--- src/sprsel_pkg.sv ---
// Shared types and constants for the scanline sprite selector.
// Used by sprsel_attr_mem, sprsel_ctrl and the top level; depends on nothing.

package sprsel_pkg;

    // Widths of one attribute entry and of its address.
    localparam int BYTE_W = 8;
    localparam int WORD_W = 32;
    localparam int ADDR_W = 6;

    // Sprite geometry.
    localparam logic [8:0] Y_OFFSET      = 9'd16;
    localparam logic [8:0] HEIGHT_SHORT  = 9'd8;
    localparam logic [8:0] HEIGHT_TALL   = 9'd16;
    localparam logic [7:0] TALL_TILE_MSK = 8'hFE;

    // Operation codes on the op port.
    typedef enum logic [1:0] {
        OP_WRITE = 2'd0,
        OP_READ  = 2'd1,
        OP_SCAN  = 2'd2
    } op_t;

    // Sequencer states.
    typedef enum logic [1:0] {
        ST_IDLE,
        ST_READ,
        ST_SCAN,
        ST_FLUSH
    } state_t;

    // One access to the attribute memory.
    typedef struct packed {
        logic              wr_en;
        logic              rd_en;
        logic [ADDR_W-1:0] addr;
        logic [1:0]        byte_sel;
        logic [BYTE_W-1:0] wdata;
    } mem_req_t;

endpackage

--- src/sprsel_attr_mem.sv ---
// Attribute memory: one 32-bit word per entry (y, x, tile, flags in byte lanes 0..3).
// Per-entry valid bits make unwritten entries read as zero. Depends on sprsel_pkg.

module sprsel_attr_mem #(
    parameter int ENTRY_COUNT = 40
) (
    input  logic                                clk,
    input  logic                                rst_n,
    input  sprsel_pkg::mem_req_t                req,
    output logic [sprsel_pkg::WORD_W-1:0]       rd_word
);

    localparam int EW = (ENTRY_COUNT > 1) ? $clog2(ENTRY_COUNT) : 1;

    logic [sprsel_pkg::WORD_W-1:0] mem [ENTRY_COUNT];
    logic [ENTRY_COUNT-1:0]        valid_reg;
    logic [sprsel_pkg::WORD_W-1:0] rd_data_reg;
    logic                          rd_valid_reg;
    logic [EW-1:0]                 index;

    assign index = req.addr[EW-1:0];

    // Byte write; the first write to an entry also zeroes its other lanes.
    always_ff @(posedge clk)
    begin
        if (req.wr_en)
        begin
            if (valid_reg[index])
            begin
                mem[index][{req.byte_sel, 3'b000} +: sprsel_pkg::BYTE_W] <= req.wdata;
            end
            else
            begin
                mem[index] <= sprsel_pkg::WORD_W'(req.wdata) << {req.byte_sel, 3'b000};
            end
        end
        if (req.rd_en)
        begin
            rd_data_reg <= mem[index];
        end
    end

    // Valid bits are cleared at reset and set by the first write.
    always_ff @(posedge clk or negedge rst_n)
    begin
        if (!rst_n)
        begin
            valid_reg    <= '0;
            rd_valid_reg <= 1'b0;
        end
        else
        begin
            if (req.wr_en)
            begin
                valid_reg[index] <= 1'b1;
            end
            if (req.rd_en)
            begin
                rd_valid_reg <= valid_reg[index];
            end
        end
    end

    assign rd_word = rd_valid_reg ? rd_data_reg : '0;

endmodule

--- src/sprsel_ctrl.sv ---
// Sequencer: decodes items, walks the attribute memory one entry a cycle during a scan,
// and drives the result registers. Depends on sprsel_pkg.

module sprsel_ctrl #(
    parameter int ENTRY_COUNT  = 40,
    parameter int MAX_PER_LINE = 10
) (
    input  logic                             clk,
    input  logic                             rst_n,
    input  logic                             start,
    input  logic [1:0]                       op,
    input  logic [7:0]                       byte_index,
    input  logic [7:0]                       write_data,
    input  logic [7:0]                       scan_line,
    input  logic                             tall_sprites,
    input  logic [sprsel_pkg::WORD_W-1:0]    rd_word,
    output sprsel_pkg::mem_req_t             req,
    output logic                             busy,
    output logic                             done,
    output logic [7:0]                       read_data,
    output logic                             found,
    output logic [3:0]                       slot,
    output logic [5:0]                       entry_number,
    output logic [7:0]                       sprite_y,
    output logic [7:0]                       sprite_x,
    output logic [7:0]                       sprite_tile,
    output logic [7:0]                       sprite_flags,
    output logic                             last
);

    localparam int EW = (ENTRY_COUNT > 1) ? $clog2(ENTRY_COUNT) : 1;
    localparam int CW = $clog2(MAX_PER_LINE + 1);
    localparam logic [8:0] MEM_BYTES = 9'(4 * ENTRY_COUNT);

    sprsel_pkg::state_t state_reg, state_next;

    logic [EW-1:0]                 ev_reg;
    logic [CW-1:0]                 cnt_reg;
    logic [8:0]                    target_reg;
    logic [1:0]                    sel_reg;
    logic                          oob_reg;
    logic [sprsel_pkg::WORD_W-1:0] pend_word_reg;
    logic [EW-1:0]                 pend_entry_reg;

    logic                          done_reg;
    logic [7:0]                    read_data_reg;
    logic                          found_reg;
    logic [3:0]                    slot_reg;
    logic [5:0]                    entry_reg;
    logic [sprsel_pkg::WORD_W-1:0] sprite_word_reg;
    logic                          last_reg;

    logic                          accept;
    logic                          in_range;
    logic [EW-1:0]                 ev_inc;
    logic                          ev_last;
    logic [7:0]                    cur_y;
    logic [7:0]                    cur_x;
    logic [7:0]                    cur_tile;
    logic [7:0]                    cur_flags;
    logic [8:0]                    height;
    logic                          hit;
    logic                          scan_end;
    logic                          emit_pend;
    logic [sprsel_pkg::WORD_W-1:0] lane_shift;

    assign accept   = start && (state_reg == sprsel_pkg::ST_IDLE);
    assign in_range = {1'b0, byte_index} < MEM_BYTES;
    assign ev_inc   = ev_reg + EW'(1);
    assign ev_last  = ev_reg == EW'(ENTRY_COUNT - 1);

    // Entry under test: nonzero x and cover check against line + 16 without wrap.
    always_comb
    begin
        cur_y     = rd_word[7:0];
        cur_x     = rd_word[15:8];
        cur_tile  = rd_word[23:16];
        cur_flags = rd_word[31:24];
        height    = tall_sprites ? sprsel_pkg::HEIGHT_TALL : sprsel_pkg::HEIGHT_SHORT;
        hit       = (cur_x != 8'd0) && ({1'b0, cur_y} <= target_reg)
                    && (target_reg < ({1'b0, cur_y} + height));
        scan_end  = ev_last || (hit && (cnt_reg == CW'(MAX_PER_LINE - 1)));
    end

    // Next state.
    always_comb
    begin
        state_next = state_reg;
        case (state_reg)
            sprsel_pkg::ST_IDLE:
            begin
                if (accept)
                begin
                    if (op == sprsel_pkg::OP_READ)
                    begin
                        state_next = sprsel_pkg::ST_READ;
                    end
                    else if (op == sprsel_pkg::OP_SCAN)
                    begin
                        state_next = sprsel_pkg::ST_SCAN;
                    end
                end
            end
            sprsel_pkg::ST_READ:
            begin
                state_next = sprsel_pkg::ST_IDLE;
            end
            sprsel_pkg::ST_SCAN:
            begin
                if (scan_end)
                begin
                    state_next = sprsel_pkg::ST_FLUSH;
                end
            end
            sprsel_pkg::ST_FLUSH:
            begin
                state_next = sprsel_pkg::ST_IDLE;
            end
            default:
            begin
                state_next = sprsel_pkg::ST_IDLE;
            end
        endcase
    end

    // Memory requests, busy and emit controls per state.
    always_comb
    begin
        req       = '0;
        emit_pend = 1'b0;
        busy      = 1'b1;
        case (state_reg)
            sprsel_pkg::ST_IDLE:
            begin
                busy         = 1'b0;
                req.addr     = byte_index[7:2];
                req.byte_sel = byte_index[1:0];
                req.wdata    = write_data;
                if (accept)
                begin
                    case (op)
                        sprsel_pkg::OP_WRITE: req.wr_en = in_range;
                        sprsel_pkg::OP_READ:  req.rd_en = in_range;
                        sprsel_pkg::OP_SCAN:
                        begin
                            req.rd_en = 1'b1;
                            req.addr  = '0;
                        end
                        default: req = '0;
                    endcase
                end
            end
            sprsel_pkg::ST_SCAN:
            begin
                req.rd_en = !ev_last;
                req.addr  = sprsel_pkg::ADDR_W'(ev_inc);
                emit_pend = hit && (cnt_reg != '0);
            end
            default:
            begin
                req = '0;
            end
        endcase
    end

    // Control state.
    always_ff @(posedge clk or negedge rst_n)
    begin
        if (!rst_n)
        begin
            state_reg <= sprsel_pkg::ST_IDLE;
            done_reg  <= 1'b0;
            cnt_reg   <= '0;
        end
        else
        begin
            state_reg <= state_next;
            done_reg  <= 1'b0;
            case (state_reg)
                sprsel_pkg::ST_IDLE:
                begin
                    cnt_reg <= '0;
                end
                sprsel_pkg::ST_READ:
                begin
                    done_reg <= 1'b1;
                end
                sprsel_pkg::ST_SCAN:
                begin
                    if (hit)
                    begin
                        cnt_reg <= cnt_reg + CW'(1);
                    end
                    done_reg <= emit_pend;
                end
                sprsel_pkg::ST_FLUSH:
                begin
                    done_reg <= 1'b1;
                end
                default:
                begin
                    done_reg <= 1'b0;
                end
            endcase
        end
    end

    assign lane_shift = rd_word >> {sel_reg, 3'b000};

    // Item context, pending sprite and result payload.
    always_ff @(posedge clk)
    begin
        case (state_reg)
            sprsel_pkg::ST_IDLE:
            begin
                ev_reg     <= '0;
                target_reg <= {1'b0, scan_line} + sprsel_pkg::Y_OFFSET;
                sel_reg    <= byte_index[1:0];
                oob_reg    <= !in_range;
            end
            sprsel_pkg::ST_READ:
            begin
                read_data_reg   <= oob_reg ? 8'd0 : lane_shift[7:0];
                found_reg       <= 1'b0;
                slot_reg        <= '0;
                entry_reg       <= '0;
                sprite_word_reg <= '0;
                last_reg        <= 1'b1;
            end
            sprsel_pkg::ST_SCAN:
            begin
                ev_reg <= ev_inc;
                if (hit)
                begin
                    pend_word_reg  <= {cur_flags,
                                       tall_sprites ? (cur_tile & sprsel_pkg::TALL_TILE_MSK)
                                                    : cur_tile,
                                       cur_x, cur_y};
                    pend_entry_reg <= ev_reg;
                end
                // A new hit pushes the previous one out as a non-final result.
                if (emit_pend)
                begin
                    read_data_reg   <= 8'd0;
                    found_reg       <= 1'b1;
                    slot_reg        <= 4'(cnt_reg - CW'(1));
                    entry_reg       <= 6'(pend_entry_reg);
                    sprite_word_reg <= pend_word_reg;
                    last_reg        <= 1'b0;
                end
            end
            sprsel_pkg::ST_FLUSH:
            begin
                read_data_reg <= 8'd0;
                last_reg      <= 1'b1;
                if (cnt_reg != '0)
                begin
                    found_reg       <= 1'b1;
                    slot_reg        <= 4'(cnt_reg - CW'(1));
                    entry_reg       <= 6'(pend_entry_reg);
                    sprite_word_reg <= pend_word_reg;
                end
                else
                begin
                    found_reg       <= 1'b0;
                    slot_reg        <= '0;
                    entry_reg       <= '0;
                    sprite_word_reg <= '0;
                end
            end
            default:
            begin
                last_reg <= 1'b1;
            end
        endcase
    end

    assign done         = done_reg;
    assign read_data    = read_data_reg;
    assign found        = found_reg;
    assign slot         = slot_reg;
    assign entry_number = entry_reg;
    assign sprite_y     = sprite_word_reg[7:0];
    assign sprite_x     = sprite_word_reg[15:8];
    assign sprite_tile  = sprite_word_reg[23:16];
    assign sprite_flags = sprite_word_reg[31:24];
    assign last         = last_reg;

endmodule

--- src/scanline_sprite_selector_core.sv ---
// Top level of the scanline sprite selector: configuration register and wiring.
// Depends on sprsel_pkg, sprsel_attr_mem and sprsel_ctrl.

// An item is taken when start is high and busy is low. A write gives no result and leaves
// the block idle, so the next item may follow at once. A read gives its single result on
// done, registered from the memory word in ST_READ. A scan reads one attribute entry per
// cycle through the memory's single read port and stops early when MAX_PER_LINE sprites
// are found; selected sprites appear on done as the walk proceeds and the final transfer,
// marked by last, comes from ST_FLUSH after the last entry checked. Each result is shown
// for exactly one cycle and cannot be held off, so the receiver must take every transfer
// when done is high. The attribute memory reads as zero after reset with no clearing pass.
// tall_sprites is written through config_write and config_data; the user must write it
// only while the block is idle, as the block does not enforce this.

module scanline_sprite_selector_core #(
    parameter int ENTRY_COUNT  = 40,
    parameter int MAX_PER_LINE = 10
) (
    input  logic       clk,
    input  logic       rst_n,
    input  logic       config_write,
    input  logic       config_data,
    input  logic       start,
    output logic       busy,
    input  logic [1:0] op,
    input  logic [7:0] byte_index,
    input  logic [7:0] write_data,
    input  logic [7:0] scan_line,
    output logic       done,
    output logic [7:0] read_data,
    output logic       found,
    output logic [3:0] slot,
    output logic [5:0] entry_number,
    output logic [7:0] sprite_y,
    output logic [7:0] sprite_x,
    output logic [7:0] sprite_tile,
    output logic [7:0] sprite_flags,
    output logic       last
);

    logic                          tall_sprites_reg;
    sprsel_pkg::mem_req_t          req;
    logic [sprsel_pkg::WORD_W-1:0] rd_word;

    // Sprite height register.
    always_ff @(posedge clk or negedge rst_n)
    begin
        if (!rst_n)
        begin
            tall_sprites_reg <= 1'b0;
        end
        else if (config_write)
        begin
            tall_sprites_reg <= config_data;
        end
    end

    sprsel_attr_mem #(
        .ENTRY_COUNT (ENTRY_COUNT)
    ) u_mem (
        .clk     (clk),
        .rst_n   (rst_n),
        .req     (req),
        .rd_word (rd_word)
    );

    sprsel_ctrl #(
        .ENTRY_COUNT  (ENTRY_COUNT),
        .MAX_PER_LINE (MAX_PER_LINE)
    ) u_ctrl (
        .clk          (clk),
        .rst_n        (rst_n),
        .start        (start),
        .op           (op),
        .byte_index   (byte_index),
        .write_data   (write_data),
        .scan_line    (scan_line),
        .tall_sprites (tall_sprites_reg),
        .rd_word      (rd_word),
        .req          (req),
        .busy         (busy),
        .done         (done),
        .read_data    (read_data),
        .found        (found),
        .slot         (slot),
        .entry_number (entry_number),
        .sprite_y     (sprite_y),
        .sprite_x     (sprite_x),
        .sprite_tile  (sprite_tile),
        .sprite_flags (sprite_flags),
        .last         (last)
    );

endmodule

--- config.mk ---
export PLATFORM = sky130hd
export DESIGN_NAME = scanline_sprite_selector_core
export DESIGN_NICKNAME = d
export VERILOG_FILES = /design/src/sprsel_pkg.sv /design/src/sprsel_attr_mem.sv /design/src/sprsel_ctrl.sv /design/src/scanline_sprite_selector_core.sv
export SDC_FILE = /design/constraint.sdc
export NUM_CORES = 1
export LEC_CHECK = 0
export BUFFER_PORTS_ARGS = -buffer_cell sky130_fd_sc_hd__buf_2
export CAP_MARGIN = 20
export CORE_MARGIN = 5
export CORE_UTILIZATION = 35
export DETAILED_ROUTE_END_ITERATION = 8
export GPL_ROUTABILITY_DRIVEN = 0
export GPL_TIMING_DRIVEN = 1
export SLEW_MARGIN = 10
export SYNTH_ARGS = -nofsm -noshare
export SYNTH_HDL_FRONTEND = slang
export SYNTH_HIERARCHICAL = 1
export SYNTH_SLANG_ARGS = --single-unit
export TNS_END_PERCENT = 100
--- constraint.sdc ---
create_clock -name clk -period 15.8 [get_ports clk]
set_clock_uncertainty 0.1 [all_clocks]
set_input_delay 1.58 -clock clk [delete_from_list [all_inputs] [get_ports clk]]
set_output_delay 1.58 -clock clk [all_outputs]
set_load 0.01 [all_outputs]
==> results.txt, run 1 <==
Clock net sink count: 1,469
CTS buffer count: 151
Crit path max-delay cell type: nor2_1
Number of port buffers: 84
Area fraction of the dominant cell type after synthesis: 76.8%
Clock tree from TritonCTS: yes
Per-instance average area after synthesis: 16.8 um^2
Class of the worst hold path: reg -> reg
Library cell occupying the most area in the post-synthesis netlist: edfxtp_1
Hold path start: u_mem/valid_reg[21]$_DFFE_PN0P_
Post-Syn Nets: 3,366
Total via count after detailed routing: 31,700
Row count: 146
Number of hold-repair buffers added at the cts stage: 0
Number of synthesized flops with an enable pin: 1,420
Total iterations of the first detailed-routing run: 5
Highest Clock Rate: 0.153 GHz
CTS clock-pin slew for the worst setup and hold paths: 60 ps
Met1 Wirelength: 64,100 um
Cell Chain, Critical Path: buf_2, inv_1, ha_1, inv_1, a31oi_1, a21o_1, nand2_1, nor2_4, buf_12, nand2_1, nor2_1
Final period demand of the worst path: 6560 ps
DRC viols: 0
Wire length of the first global-routing pass: 221,000 um
Total power per unit cell area: 171 nW/um^2
Pin count of the biggest net entering global routing: 117
Area growth from synthesis to layout: 15.7%
Routed length on met2: 70,700 um
Library cell used as clock root buffer: clkbuf_16
Via count of the first global-routing pass: 30,400
Max_slew headroom: 26.7%
Fin nets: 3,460
Worst Max-Slew Pin Slew: 1100 ps
Number of synthesized register bits: 1,469
Number of buffers inserted to repair setup after CTS: 0
Total power draw: 11.0 mW
Launching element of the worst setup path: op[1]
Synth async-reset ratio: 3.34%
Placement-stage cell area: 58,600 um^2
Highest signal layer in the routed design: met5
Final routed wire length divided by cell count: 27.6 um
CP Max Fanout: 98
Finished layout cell area: 64,300 um^2
Static leakage: 21.2 nW
Post-route clock period utilization: 41.5%
Total wire length after detailed routing: 154,000 um
Count of mapped cells out of synthesis: 3,301
Final Hold Viols: 0
Setup_tns: 0 ps
Leftover overflow at the end of global routing: 0
Result of the run: finished, final reports clean
Top post-synthesis cells by area: edfxtp_1 (77%), a22oi_1 (9.5%), dfrtp_1 (2.2%)
Core area: 158,000 um^2
Post-synthesis instance area: 55,500 um^2
Total of warnings raised by yosys: 6
Die extent in y: 408 um
Final slew viol count: 0
Max reg flops: 1,280
Number of antenna violations at the first check in global routing: 5
Starting DRT DRC Count: 3,879
Buffer depth of the longest clock path: 3
Core occupancy in the finished layout: 40.7%
Chip Width: 408 um
Setup repair after global routing missed its margin: no
Number of gates given a new drive strength after cts: 0
Critical path endpoint category: register
Met3 wire length: 14,800 um
Smallest setup slack after layout: 9240 ps
Type of the setup path with the least slack: in -> reg
Type of origin of the critical path: input port
Post-DR vias/cell: 5.67
Die area: 167,000 um^2
Req. time, crit path: 16,080 ps
Peak supply drop: 0.184 mV
Delay of the slowest cell on the worst path: 880 ps
Finish-stage setup viols: 0
Number of unique standard cell types used by synthesis: 60
Total track usage: 17.9%
Initial Utilization: 35.1%
Startpoint of the lowest-slack register-to-register path: u_ctrl/state_reg[1]$_DFFE_PN0P_
H-tree level count: 4
Predominant post-synthesis flop cell: edfxtp_1
Clock Latency Late Sink: 770 ps
Detailed placer's ending HPWL: 87,600 um
Share of post-route cells with drive strength above 1: 12.8%
I/O pins: 85
Share of synthesized area occupied by flip-flops and latches: 79.0%
Worst slack at placement: 8010 ps
Arrival time of the worst setup path: 6840 ps
Number of max-cap violations: 0
Post-detailed-route count of antenna-violating nets: 0
-- cells in the mapped netlist, types with 35 or more instances --
| cell type | count |
|---|---|
| and2_1 | 91 |
| nand3_1 | 66 |
| nand2b_1 | 43 |
| dfrtp_1 | 49 |
| buf_2 | 35 |
| nor2_1 | 187 |
| edfxtp_1 | 1420 |
| mux2i_1 | 40 |
| clkbuf_1 | 146 |
| a22oi_1 | 705 |
| nand2_1 | 115 |
| nand4_1 | 163 |
-- logic make-up (layout without fill, tap and decap cells) --
family | count (synthesis) | count (layout) | synth area share, %
multiplexers | 54 | 54 | 1.18
flip-flops | 1469 | 1469 | 79.0
AND/OR/NAND/NOR | 712 | 712 | 6.55
AO/OA/AOI/OAI | 770 | 770 | 10.4
adder cells (fa/ha/maj) | 34 | 34 | 0.779
XOR/XNOR | 11 | 11 | 0.173
other | 0 | 7 | 0
buffers and inverters | 251 | 470 | 1.91
-- layout make-up --
cell class / instances / area, um^2
fill: 13900 / 93700
timing repair buffer: 161 / 1720
antenna: 7 / 17.5
clock inverter: 92 / 822
clock buffer: 186 / 3970
tap: 2072 / 2590
multi-input combinational: 1581 / 11200
sequential: 1469 / 43900
inverter: 31 / 116
-- critical path: cells and delay by family --
kind | cells | cell delay (ps)
compound gates | 2 | 1340
buf+inv | 4 | 710
fa+ha+maj | 1 | 200
simple gates | 4 | 2710
-- metrics by stage --
stage | hold WS, ps | std cells
finish | 366 | 5599
global route | 375 | 5593
floorplan | 325 | 3301
global placement | 350 | 5280
CTS | 366 | 5559
detailed placement | 349 | 5281
-- routing by layer --
layer	GRT usage [%]	vias to the layer above
met3	4.05	277
met4	5.99	2
li1	-	13600
met1	25.1	16300
met5	0.345	-
met2	27.5	1607
-- layout by cell type (no fill, tap or decap), types with 5 or more instances in the layout --
cell type and count:
a211oi_1 5, a21o_1 8, a21oi_1 8, a22oi_1 705
a31oi_1 5, and2_1 91, buf_12 6, buf_16 32
buf_2 84, buf_4 38, bufinv_16 9, clkbuf_1 31
clkbuf_16 153, clkinv_1 32, clkinv_2 32, dfrtp_1 49
diode_2 7, edfxtp_1 1420, ha_1 33, inv_1 31
mux2i_1 8, mux2i_4 32, mux4_2 8, nand2_1 115
nand2b_1 43, nand3_1 66, nand3b_1 10, nand4_1 163
nor2_1 183, nor2b_1 13, o211ai_1 5, o21ai_0 5
xor2_1 7
-- final timing paths --
path	endpoint	slack, ps	cells past startpoint
min reg2reg	u_mem/valid_reg[21]$_DFFE_PN0P_	370	1
min in group asynchronous	u_ctrl/state_reg[1]$_DFFE_PN0P_	850	2
max reg2reg	u_mem/mem[22][30]$_DFFE_PP_	9560	8
max	u_mem/mem[22][30]$_DFFE_PP_	9240	11
max in group asynchronous	u_mem/valid_reg[18]$_DFFE_PN0P_	14190	2
min	u_mem/valid_reg[21]$_DFFE_PN0P_	370	1
-- power breakdown --
group,switching [mW],internal (mW)
Sequential,0.104,4.64
Clock,1.48,1.95
Combinational,1.98,0.822
(Power assumes the default switching activity.)
==> run 2: changes to the inputs <==
Settings changed: ABC_AREA set to 1.
Clock period 15.8 ns to 5.46 ns, I/O delays scaled along.
==> results.txt, run 2 <==
H-tree level count: 4 (unchanged)
Number of buffers inserted to repair setup after CTS: 0 (unchanged)
Core area: 167,000 um^2 (was 158,000 um^2)
Post-Syn Nets: 4,725 (was 3,366)
Die area: 175,000 um^2 (was 167,000 um^2)
Net switching power: 13.4 mW (was 3.56 mW)
Startpoint of the lowest-slack register-to-register path: u_ctrl/state_reg[1]$_DFFE_PN0P_ (unchanged)
Hold path start: byte_index[0] (was u_mem/valid_reg[21]$_DFFE_PN0P_)
Dominant cell by count in the synthesized netlist: nand2_1 (was edfxtp_1)
Cell internal power dissipation: 21.3 mW (was 7.41 mW)
CP Max Fanout: 17 (was 98)
CTS buffer count: 149 (was 151)
Post-DR vias/cell: 5.24 (was 5.67)
Number of port buffers: 84 (unchanged)
Setup_tns: 0 ps (unchanged)
Library cell occupying the most area in the post-synthesis netlist: edfxtp_1 (unchanged)
Worst Max-Slew Pin Slew: 1080 ps (was 1100 ps)
Number of unique standard cell types used by synthesis: 46 (was 60)
Post-synthesis instance area: 58,400 um^2 (was 55,500 um^2)
Number of placed instances, taps included: 6,989 (was 5,281)
Starting DRT DRC Count: 4,129 (was 3,879)
Reg2reg path depth: 12 (was 8)
Smallest setup slack after layout: 576 ps (was 9240 ps)
Number of stages on the worst hold path: 1 (unchanged)
Final routed wire length divided by cell count: 23.4 um (was 27.6 um)
Share of post-route cells with drive strength above 1: 12.0% (was 12.8%)
Proportion of power drawn by the clock network: 27.8% (was 31.3%)
Number of standard cells in the final layout excluding fillers: 7,269 (was 5,599)
Relative contribution of combinational cells to total power: 33.4% (was 25.5%)
Peak supply drop: 0.667 mV (was 0.184 mV)
Area fraction of the dominant cell type after synthesis: 73.0% (was 76.8%)
Number of filler instances in the final layout: 15,400 (was 13,900)
Arrival time of the worst setup path: 5230 ps (was 6840 ps)
Per-instance average area after synthesis: 12.5 um^2 (was 16.8 um^2)
Final slew viol count: 0 (unchanged)
Total of warnings raised by yosys: 6 (unchanged)
Detailed placer's ending HPWL: 104,000 um (was 87,600 um)
Setup repair after global routing missed its margin: no (unchanged)
DRC viols: 0 (unchanged)
Total via count after detailed routing: 38,100 (was 31,700)
Die extent in y: 419 um (was 408 um)
Synth async-reset ratio: 3.34% (unchanged)
Worst path bufs/invs: 4 (unchanged)
Total iterations of the first detailed-routing run: 6 (was 5)
Total power per unit cell area: 514 nW/um^2 (was 171 nW/um^2)
Post-detailed-route count of antenna-violating nets: 0 (unchanged)
Via count of the first global-routing pass: 36,800 (was 30,400)
Total wire length after detailed routing: 170,000 um (was 154,000 um)
Commonest non-fill, non-tap cells in the layout: nand2_1 (1,507), edfxtp_1 (1,420), a21oi_1 (269) (was edfxtp_1 (1,420), a22oi_1 (705), nor2_1 (183))
Number of max-cap violations: 0 (unchanged)
Number of synthesized register bits: 1,469 (unchanged)
Top post-synthesis cells by area: edfxtp_1 (73%), nand2_1 (9.7%), a21oi_1 (2.3%) (was edfxtp_1 (77%), a22oi_1 (9.5%), dfrtp_1 (2.2%))
Area growth from synthesis to layout: 15.6% (was 15.7%)
Post-route clock period utilization: 89.4%
Finished layout cell area: 67,600 um^2 (was 64,300 um^2)
End of the worst register-to-register path: u_mem/mem[20][22]$_DFFE_PP_ (was u_mem/mem[22][30]$_DFFE_PP_)
Type of the setup path with the least slack: reg -> reg (was in -> reg)
Type of origin of the critical path: register (was input port)
Max_slew headroom: 27.9% (was 26.7%)
Predominant post-synthesis flop cell: edfxtp_1 (unchanged)
Pin count of the biggest net entering global routing: 74 (was 117)
CTS clock-pin slew for the worst setup and hold paths: 60 ps (about the same)
Class of the worst hold path: in -> reg (was reg -> reg)
Crit path max-delay cell type: nand2_1 (was nor2_1)
Clock tree from TritonCTS: yes (unchanged)
Most frequent standard cell in the layout excluding fill and tap cells: nand2_1 (was edfxtp_1)
Highest Clock Rate: 0.205 GHz
Library cell used as clock root buffer: clkbuf_16 (unchanged)
Chip Width: 419 um (was 408 um)
Most frequent cells after synthesis: nand2_1 (1,507), edfxtp_1 (1,420), a21oi_1 (269) (was edfxtp_1 (1,420), a22oi_1 (705), nor2_1 (187))
Max reg flops: 1,280 (unchanged)
Result of the run: finished, final reports clean (unchanged)
Total track usage: 19.1% (was 17.9%)
Final Hold Viols: 0 (unchanged)
Critical path endpoint category: register (unchanged)
Final period demand of the worst path: 4880 ps
Total power draw: 34.7 mW (was 11.0 mW)
Count of mapped cells out of synthesis: 4,660 (was 3,301)
Static leakage: 26.1 nW (was 21.2 nW)
Multi-input combinational cell area: 12,500 um^2 (was 11,200 um^2)
Row count: 150 (was 146)
Placement-stage cell area: 62,900 um^2 (was 58,600 um^2)
Initial Utilization: 35.1% (about the same)
Cell family with most CP delay: simple AND/OR/NAND/NOR gates (unchanged)
Finish-stage setup viols: 0 (unchanged)
Number of synthesized flops with an enable pin: 1,420 (unchanged)
Delay of the slowest cell on the worst path: 680 ps (was 880 ps)
R2R Setup Slk: 580 ps (was 9560 ps)
Fin nets: 5,013 (was 3,460)
Worst slack at placement: 737 ps (was 8010 ps)
Req. time, crit path: 5810 ps (was 16,080 ps)
Share of synthesized area occupied by flip-flops and latches: 75.1% (was 79.0%)
Cell Chain, Critical Path: nor2_4, inv_2, nor2_4, nand2_2, a31o_2, nor3_2, buf_4, inv_1, nor2_1, nand2_1, a21oi_1, buf_4 (was buf_2, inv_1, ha_1, inv_1, a31oi_1, a21o_1, nand2_1, nor2_4, buf_12, nand2_1, nor2_1)
Leftover overflow at the end of global routing: 0 (unchanged)
Seq. cell area: 43,900 um^2 (unchanged)
I/O pins: 85 (unchanged)
Number of antenna violations at the first check in global routing: 10 (was 5)
Switching part of the total power: 38.6% (was 32.5%)
Wire length of the first global-routing pass: 248,000 um (was 221,000 um)
Clock net sink count: 1,469 (unchanged)
Clock Latency Late Sink: 780 ps (was 770 ps)
Hold path endpoint: u_ctrl/sel_reg[0]$_DFFE_PP_ (was u_mem/valid_reg[21]$_DFFE_PN0P_)
Buffer depth of the longest clock path: 3 (unchanged)
Sequential power share: 38.9% (was 43.2%)
[run 2: layer usage]
| layer | track usage, % | vias to the layer above | routed length, um |
|---|---|---|---|
| li1 | - | 17100 | - |
| met1 | 25.5 | 18800 | 67900 |
| met2 | 30.4 | 1849 | 78500 |
| met3 | 4.29 | 358 | 16800 |
| met4 | 7.52 | 2 | 6840 |
| met5 | 0 | - | 13 |
[run 2: power by group through the flow]
stage / sequential (mW) / combinational (mW) / clock (mW)
floorplan: 13.6 / 6.91 / 0
global placement: 13.7 / 11.3 / 0
detailed placement: 13.7 / 11.4 / 0
CTS: 13.5 / 11.4 / 9.78
global route: 13.5 / 12.3 / 10.3
finish: 13.5 / 11.6 / 9.63
[run 2: worst max-delay path by stage]
stage | startpoint | endpoint | slack, ps | cells after the start
detailed placement | op[0] | u_mem/mem[20][23]$_DFFE_PP_ | 740 | 13
finish | u_ctrl/state_reg[1]$_DFFE_PN0P_ | u_mem/mem[20][22]$_DFFE_PP_ | 580 | 12
CTS | u_ctrl/state_reg[1]$_DFFE_PN0P_ | u_mem/mem[20][22]$_DFFE_PP_ | 770 | 12
global placement | op[0] | u_mem/mem[20][23]$_DFFE_PP_ | 730 | 13
global route | u_ctrl/state_reg[0]$_DFFE_PN0P_ | u_mem/mem[23][19]$_DFFE_PP_ | 460 | 13
floorplan | u_mem/rd_valid_reg$_DFFE_PN0P_ | u_ctrl/entry_number[0]$_DFFE_PP_ | 930 | 17
[run 2: stage by stage]
step           util (%)  hold slack (ps)
2_1_floorplan         -              150
3_3_place_gp       37.7              333
3_5_place_dp       37.7              337
4_1_cts            40.5             24.1
5_1_grt            40.5             27.3
6_report           40.5             85.1
[run 2: kinds of logic after synthesis]
kind of cell | after synthesis | synth area share, %
AND/OR/NAND/NOR | 2055 | 14.6
flip-flops | 1469 | 75.1
AO/OA/AOI/OAI | 593 | 5.82
buffers and inverters | 500 | 3.64
adder cells (fa/ha/maj) | 34 | 0.741
XOR/XNOR | 9 | 0.135
[run 2: final cells by class]
cell class	instances	share of cell area [%]
diodes	3	0.0111
multi-input cells	2691	18.5
flip-flops and latches	1469	64.9
well taps	2204	4.08
inverters	259	1.45
repair buffers	378	4.23
clock buffers	192	5.92
clock inverters	73	0.828
[run 2: repair_timing]
| action | in CTS | in global routing |
|---|---|---|
| resized for setup | 0 | 0 |
| hold endpoints to repair | 58 | 0 |
| hold buffers | 12 | 0 |
